--- src/text_mode_console_engine_core_defines.svh ---
`ifndef TEXT_MODE_CONSOLE_ENGINE_CORE_DEFINES_SVH
`define TEXT_MODE_CONSOLE_ENGINE_CORE_DEFINES_SVH

// same-cycle implication, clocked on clk, off during reset
`define TMCE_ASSERT_NOW(lbl, ante, cons, msg) \
    lbl: assert property (@(posedge clk) disable iff (!rst_n) (ante) |-> (cons)) \
        else $error(msg);

// next-cycle implication, clocked on clk, off during reset
`define TMCE_ASSERT_NEXT(lbl, ante, cons, msg) \
    lbl: assert property (@(posedge clk) disable iff (!rst_n) (ante) |=> (cons)) \
        else $error(msg);

`endif

--- src/tmce_pkg.sv ---
package tmce_pkg;

    localparam int COL_W    = 7;
    localparam int ROW_W    = 5;
    localparam int OFFSET_W = 11;
    localparam int CELL_W   = 16;
    localparam int CFG_IDX_W = 1;

    localparam logic [2:0] OP_PUT_CHAR    = 3'd0;
    localparam logic [2:0] OP_MOVE_CURSOR = 3'd1;
    localparam logic [2:0] OP_PUT_AT      = 3'd2;
    localparam logic [2:0] OP_CLEAR       = 3'd3;
    localparam logic [2:0] OP_SCROLL      = 3'd4;
    localparam logic [2:0] OP_READ_CELL   = 3'd5;

    localparam logic [7:0] CHAR_NEWLINE   = 8'd10;
    localparam logic [7:0] CHAR_BACKSPACE = 8'd8;
    localparam logic [7:0] CHAR_SPACE     = 8'd32;

    localparam logic [CFG_IDX_W-1:0] REG_TEXT_COLOR  = 1'b0;
    localparam logic [CFG_IDX_W-1:0] REG_CLEAR_COLOR = 1'b1;

    localparam logic [7:0] COLOR_RESET = 8'd7;

    typedef enum logic [3:0] {
        K_PUTC,
        K_NEWLINE,
        K_BACKSPACE,
        K_MOVE,
        K_PUTAT,
        K_CLEAR,
        K_SCROLL,
        K_READ,
        K_NOP
    } cmd_kind_t;

    typedef struct packed {
        cmd_kind_t          kind;
        logic [7:0]         ch;
        logic [7:0]         color;
        logic [COL_W-1:0]   col;
        logic [ROW_W-1:0]   row;
        logic               in_range;
        logic [ROW_W-1:0]   lines;
    } cmd_t;

    typedef struct packed {
        logic valid;
        cmd_t cmd;
    } queue_head_t;

    typedef enum logic [1:0] {
        ST_IDLE,
        ST_COPY,
        ST_FILL,
        ST_DONE
    } back_state_t;

endpackage

--- src/tmce_front.sv ---
module tmce_front #(
    parameter int COLUMNS = 80,
    parameter int ROWS    = 25
) (
    input  logic                          clk,
    input  logic                          rst_n,
    input  logic                          in_valid,
    output logic                          in_stall,
    input  logic [2:0]                    operation,
    input  logic [7:0]                    char_code,
    input  logic [7:0]                    cell_color,
    input  logic [tmce_pkg::COL_W-1:0]    column,
    input  logic [tmce_pkg::ROW_W-1:0]    row,
    input  logic [tmce_pkg::ROW_W-1:0]    scroll_lines,
    output tmce_pkg::queue_head_t         head,
    input  logic                          pop
);

    localparam logic [tmce_pkg::COL_W:0] COL_LIMIT = (tmce_pkg::COL_W + 1)'(COLUMNS);
    localparam logic [tmce_pkg::ROW_W:0] ROW_LIMIT = (tmce_pkg::ROW_W + 1)'(ROWS);

    tmce_pkg::cmd_t cmd_in;
    tmce_pkg::cmd_t fifo_reg [2];
    logic           wr_ptr_reg, wr_ptr_next;
    logic           rd_ptr_reg, rd_ptr_next;
    logic [1:0]     count_reg, count_next;
    logic           push;
    logic           in_range;

    // classify the incoming word
    always_comb
    begin
        in_range = ({1'b0, column} < COL_LIMIT) && ({1'b0, row} < ROW_LIMIT);
        cmd_in.ch       = char_code;
        cmd_in.color    = cell_color;
        cmd_in.col      = column;
        cmd_in.row      = row;
        cmd_in.in_range = in_range;
        cmd_in.lines    = ({1'b0, scroll_lines} > ROW_LIMIT) ?
                          ROW_LIMIT[tmce_pkg::ROW_W-1:0] : scroll_lines;
        case (operation)
            tmce_pkg::OP_PUT_CHAR:
            begin
                if (char_code == tmce_pkg::CHAR_NEWLINE)
                begin
                    cmd_in.kind = tmce_pkg::K_NEWLINE;
                end
                else if (char_code == tmce_pkg::CHAR_BACKSPACE)
                begin
                    cmd_in.kind = tmce_pkg::K_BACKSPACE;
                end
                else
                begin
                    cmd_in.kind = tmce_pkg::K_PUTC;
                end
            end
            tmce_pkg::OP_MOVE_CURSOR: cmd_in.kind = tmce_pkg::K_MOVE;
            tmce_pkg::OP_PUT_AT:      cmd_in.kind = tmce_pkg::K_PUTAT;
            tmce_pkg::OP_CLEAR:       cmd_in.kind = tmce_pkg::K_CLEAR;
            tmce_pkg::OP_SCROLL:      cmd_in.kind = tmce_pkg::K_SCROLL;
            tmce_pkg::OP_READ_CELL:   cmd_in.kind = tmce_pkg::K_READ;
            default:                  cmd_in.kind = tmce_pkg::K_NOP;
        endcase
    end

    // two-entry command queue
    assign in_stall = (count_reg == 2'd2);
    assign push     = in_valid && !in_stall;

    always_comb
    begin
        wr_ptr_next = push ? !wr_ptr_reg : wr_ptr_reg;
        rd_ptr_next = pop ? !rd_ptr_reg : rd_ptr_reg;
        count_next  = count_reg + 2'(push) - 2'(pop);
    end

    always_ff @(posedge clk or negedge rst_n)
    begin
        if (!rst_n)
        begin
            wr_ptr_reg <= 1'b0;
            rd_ptr_reg <= 1'b0;
            count_reg  <= 2'd0;
        end
        else
        begin
            wr_ptr_reg <= wr_ptr_next;
            rd_ptr_reg <= rd_ptr_next;
            count_reg  <= count_next;
        end
    end

    always_ff @(posedge clk)
    begin
        if (push)
        begin
            fifo_reg[wr_ptr_reg] <= cmd_in;
        end
    end

    assign head.valid = (count_reg != 2'd0);
    assign head.cmd   = fifo_reg[rd_ptr_reg];

endmodule

--- config.mk ---
export PLATFORM = sky130hd
export DESIGN_NAME = tmce_front
export DESIGN_NICKNAME = d
export VERILOG_FILES = /design/src/text_mode_console_engine_core_defines.svh /design/src/tmce_pkg.sv /design/src/tmce_front.sv
export SDC_FILE = /design/constraint.sdc
export NUM_CORES = 1
export LEC_CHECK = 0
export BUFFER_PORTS_ARGS = -buffer_cell sky130_fd_sc_hd__buf_2
export CAP_MARGIN = 15
export CORE_UTILIZATION = 56
export DETAILED_ROUTE_END_ITERATION = 16
export GPL_ROUTABILITY_DRIVEN = 0
export PLACE_DENSITY = 0.84
export SLEW_MARGIN = 20
export SYNTH_ARGS = -nofsm -noshare
export SYNTH_HDL_FRONTEND = slang
export SYNTH_SLANG_ARGS = --single-unit
export TNS_END_PERCENT = 100
--- constraint.sdc ---
create_clock -name clk -period 7.7 [get_ports clk]
set_input_delay 1.54 -clock clk [delete_from_list [all_inputs] [get_ports clk]]
set_output_delay 1.54 -clock clk [all_outputs]
set_load 0.01 [all_outputs]
==> impl_results.html <==
<table>
<tr><th>Metric</th><th>Value</th></tr>
<tr><th colspan="2">Clock network</th></tr>
<tr><td>Postcts setup bufs</td><td>0</td></tr>
<tr><td>Largest buffer count on any clock path</td><td>2</td></tr>
<tr><td>Clock latency at the later pin of the worst-skew pair</td><td>approximately 330 ps</td></tr>
<tr><td># clock sinks</td><td>80</td></tr>
<tr><td>H-tree Lvls</td><td>3</td></tr>
<tr><td>Number of gates given a new drive strength after cts</td><td>0</td></tr>
<tr><td>TritonCTS clock tree</td><td>done</td></tr>
<tr><td>CTS clk-pin slew, worst paths</td><td>80 ps</td></tr>
<tr><td>Library cell used as clock root buffer</td><td>sky130_fd_sc_hd__clkbuf_8</td></tr>
<tr><td>CTS Buf Count</td><td>9</td></tr>
<tr><td>Hold buffer count at CTS</td><td>0</td></tr>
<tr><th colspan="2">Floorplanning</th></tr>
<tr><td>Floorplan die area</td><td>roughly 5900 sq um</td></tr>
<tr><td>Core area</td><td>~5200 sq um</td></tr>
<tr><td>Effective utilization at floorplan</td><td>0.595</td></tr>
<tr><td>Number of standard-cell rows in the floorplan</td><td>26</td></tr>
<tr><td>Die Wd</td><td>76.6 um</td></tr>
<tr><td>Die span in y</td><td>76.6 um</td></tr>
<tr><td>Count of pins on the block boundary</td><td>80</td></tr>
<tr><th colspan="2">Timing</th></tr>
<tr><td>Final setup viols</td><td>0</td></tr>
<tr><td>Number of pins with negative max-slew slack in the final report</td><td>0</td></tr>
<tr><td>Max-slew headroom at the worst pin</td><td>0.352</td></tr>
<tr><td>Fmax</td><td>287 MHz</td></tr>
<tr><td>RSZ-0062 raised after global routing</td><td>false</td></tr>
<tr><td>Ratio of final minimum period to clock period</td><td>0.453</td></tr>
<tr><td>Final Hold Viols</td><td>0</td></tr>
<tr><td>Slew of the pin with the lowest slew margin</td><td>972 ps</td></tr>
<tr><td>Aggregate negative setup slack</td><td>0 ps</td></tr>
<tr><td>Final worst setup slack</td><td>between 4000 and 5000 ps</td></tr>
<tr><td>Shortest clock period the worst path allows after layout</td><td>approximately 3500 ps</td></tr>
<tr><td>Clock Skews</td><td>~12 ps</td></tr>
<tr><th colspan="2">Logic synthesis</th></tr>
<tr><td>YS warnings</td><td>0</td></tr>
<tr><td>Post-synth top cells</td><td>76 x sky130_fd_sc_hd__edfxtp_1, 28 x sky130_fd_sc_hd__mux2_2, 10 x sky130_fd_sc_hd__mux2_4</td></tr>
<tr><td>Main flop type after synthesis</td><td>sky130_fd_sc_hd__edfxtp_1</td></tr>
<tr><td>Synthesized area</td><td>approximately 3100 sq um</td></tr>
<tr><td>Post-synthesis sequential area ratio</td><td>0.765</td></tr>
<tr><td>Most numerous cell in the Yosys netlist</td><td>sky130_fd_sc_hd__edfxtp_1</td></tr>
<tr><td>Mean cell area of the mapped netlist</td><td>20.1 sq um</td></tr>
<tr><td>Count of unique library cells instantiated by Yosys</td><td>26</td></tr>
<tr><td>Gate count after technology mapping</td><td>about 160</td></tr>
<tr><td>Synthesized Nets</td><td>197</td></tr>
<tr><td>Share of async-settable or async-resettable flops after synthesis</td><td>0.0500</td></tr>
<tr><td>Fraction of post-synthesis cell area in the top cell type by area</td><td>0.733</td></tr>
<tr><td>Cell taking the most area after synthesis</td><td>sky130_fd_sc_hd__edfxtp_1</td></tr>
<tr><td>Yosys reg bits</td><td>80</td></tr>
<tr><td>Count of flip-flops with a built-in enable after synthesis</td><td>76</td></tr>
<tr><td>Synth top area cells</td><td>sky130_fd_sc_hd__edfxtp_1 73%, sky130_fd_sc_hd__mux2_2 10%, sky130_fd_sc_hd__mux2_4 4.8%</td></tr>
<tr><th colspan="2">Worst hold path</th></tr>
<tr><td>Path class of the lowest-slack min-delay path</td><td>reg2reg</td></tr>
<tr><td>Hold_sp</td><td>count_reg[1]</td></tr>
<tr><th colspan="2">Global routing</th></tr>
<tr><td>Antenna violations before repair</td><td>0</td></tr>
<tr><td>Vias in the first global route</td><td>roughly 1600</td></tr>
<tr><td>Pin count of the biggest net entering global routing</td><td>40</td></tr>
<tr><td>Wire length of the first global-routing pass</td><td>8160 um</td></tr>
<tr><td>Overflow left after global routing</td><td>0</td></tr>
<tr><td>Total routing usage reported by global routing</td><td>0.191</td></tr>
<tr><th colspan="2">Critical path</th></tr>
<tr><td>Critical path start-end classification</td><td>reg2out</td></tr>
<tr><td>Worst Setup Start Kind</td><td>register</td></tr>
<tr><td>Cell-by-cell listing of the critical path</td><td>mux2_2 &gt; buf_2</td></tr>
<tr><td>Worst stage delay on the critical path</td><td>990 ps</td></tr>
<tr><td>Peak fanout along the critical path</td><td>39</td></tr>
<tr><td>Reg2Reg Launch Point</td><td>count_reg[1]</td></tr>
<tr><td>Setup crit end kind</td><td>output port</td></tr>
<tr><td>Required arrival time at the worst endpoint</td><td>6160 ps</td></tr>
<tr><td>Worst-path cell with the longest stage delay</td><td>sky130_fd_sc_hd__dfrtp_2</td></tr>
<tr><td>Start point of the critical path</td><td>rd_ptr_reg</td></tr>
<tr><td>Arrival time of data at the critical path endpoint</td><td>~2000 ps</td></tr>
<tr><th colspan="2">Placed design</th></tr>
<tr><td>HPWL after detailed placement</td><td>3300 um</td></tr>
<tr><td>Dpl cells</td><td>298</td></tr>
<tr><td>Post-place setup slack</td><td>between 4000 and 5000 ps</td></tr>
<tr><td># port buffers</td><td>79</td></tr>
<tr><th colspan="2">Power and ir drop</th></tr>
<tr><td>Power density cells</td><td>361 nW/um^2</td></tr>
<tr><td>Standby leakage power</td><td>1.46 nW</td></tr>
<tr><td>Overall power after layout</td><td>0.00137 W</td></tr>
<tr><td>Worst voltage drop across the vdd grid</td><td>0.000227 V</td></tr>
<tr><th colspan="2">Cells and area</th></tr>
<tr><td>Area growth from synthesis to layout</td><td>21.8%</td></tr>
<tr><td>Max reg flops</td><td>76</td></tr>
<tr><td>Share of layout cells above drive strength 1</td><td>0.571</td></tr>
<tr><td>Diodes inserted</td><td>0</td></tr>
<tr><td>Final Instance Count excl. Fillers</td><td>around 320</td></tr>
<tr><td>Layout Nets</td><td>282</td></tr>
<tr><th colspan="2">Detailed routing</th></tr>
<tr><td>Number of iterations in the first detailed-routing pass</td><td>4</td></tr>
<tr><td>Vias per std cell</td><td>5.20</td></tr>
<tr><td>Final antenna-violating net count</td><td>0</td></tr>
<tr><td>Average routed wire per standard cell</td><td>16.2 um</td></tr>
<tr><td>Initial drt markers</td><td>118</td></tr>
<tr><td>Number of vias after detailed routing</td><td>1639</td></tr>
<tr><td>Remaining routing DRC violations</td><td>0</td></tr>
<tr><td>DRT Wirelength</td><td>5110 um</td></tr>
<tr><th colspan="2">Run status</th></tr>
<tr><td>Result of the run</td><td>finished, final reports clean</td></tr>
<tr><th colspan="2">Flow run</th></tr>
<tr><td>Max_cap viols</td><td>0</td></tr>
</table>
-- worst paths after layout --
kind / endpoint / slack, ps / cells after the start
max: head[29] / 4210 / 2
min: count_reg[1] / 490 / 1
min in group asynchronous: rd_ptr_reg / 990 / 1
max reg2reg: fifo_reg[1][2] / 5990 / 2
min reg2reg: count_reg[1] / 490 / 1
max in group asynchronous: rd_ptr_reg / 6570 / 1
-- per-layer routing --
layer	share of wire	global-route usage	vias up	wire length, um
li1	-	-	773	-
met1	0.41	0.228	806	2090
met3	0.052	0.0695	2	267
met2	0.53	0.320	58	2730
met5	0	0	-	0
met4	0.0053	0.0692	0	27
-- power breakdown --
| part | switching [W] | internal [W] |
|---|---|---|
| combinational | 0.000183 | 0.000207 |
| clock | 0.000143 | 0.000168 |
| sequential | 0.0000715 | 0.000597 |
| total | 0.000397 | 0.000972 |
-- layout make-up --
class                   instances  area, sq um
well taps                      70         87.6
fillers                       354         1440
flip-flops and latches         80         2380
inverters                       2         7.51
clock inverters                 4         51.3
clock buffers                  12          155
multi-input cells              67          694
repair buffers                 80          415
-- cells in the final DEF, fill, tap and decap left out, drive strengths merged, types with 2 or more instances in the layout --
master   n
xor2     2
dfrtp    4
buf     80
inv      3
mux2    38
xnor2    3
nor2     4
nand2    2
clkbuf  12
ha       2
edfxtp  76
and2     4
-- metrics by stage --
stage	utilization	hold slack (ps)	cell area (sq um)
floorplan	-	460	3120
global placement	0.681	479	3570
detailed placement	0.681	483	3570
CTS	0.721	498	3770
global route	0.725	545	3790
finish	0.725	494	3790
-- critical path: cells and delay by family (launching register included) --
| family | cells | cell delay, ps |
|---|---|---|
| flops | 1 | 990 |
| mux | 1 | 440 |
| buf+inv | 1 | 140 |
-- logic make-up after synthesis --
group                    share of synthesized area
flip-flops                                   0.765
multiplexers                                 0.149
AND/OR/NAND/NOR                             0.0329
buffers and inverters                       0.0153
AO/OA/AOI/OAI                               0.0157
XOR/XNOR                                    0.0141
adder cells (fa/ha/maj)                    0.00803
Note: power is estimated with default switching activity, not from simulation.
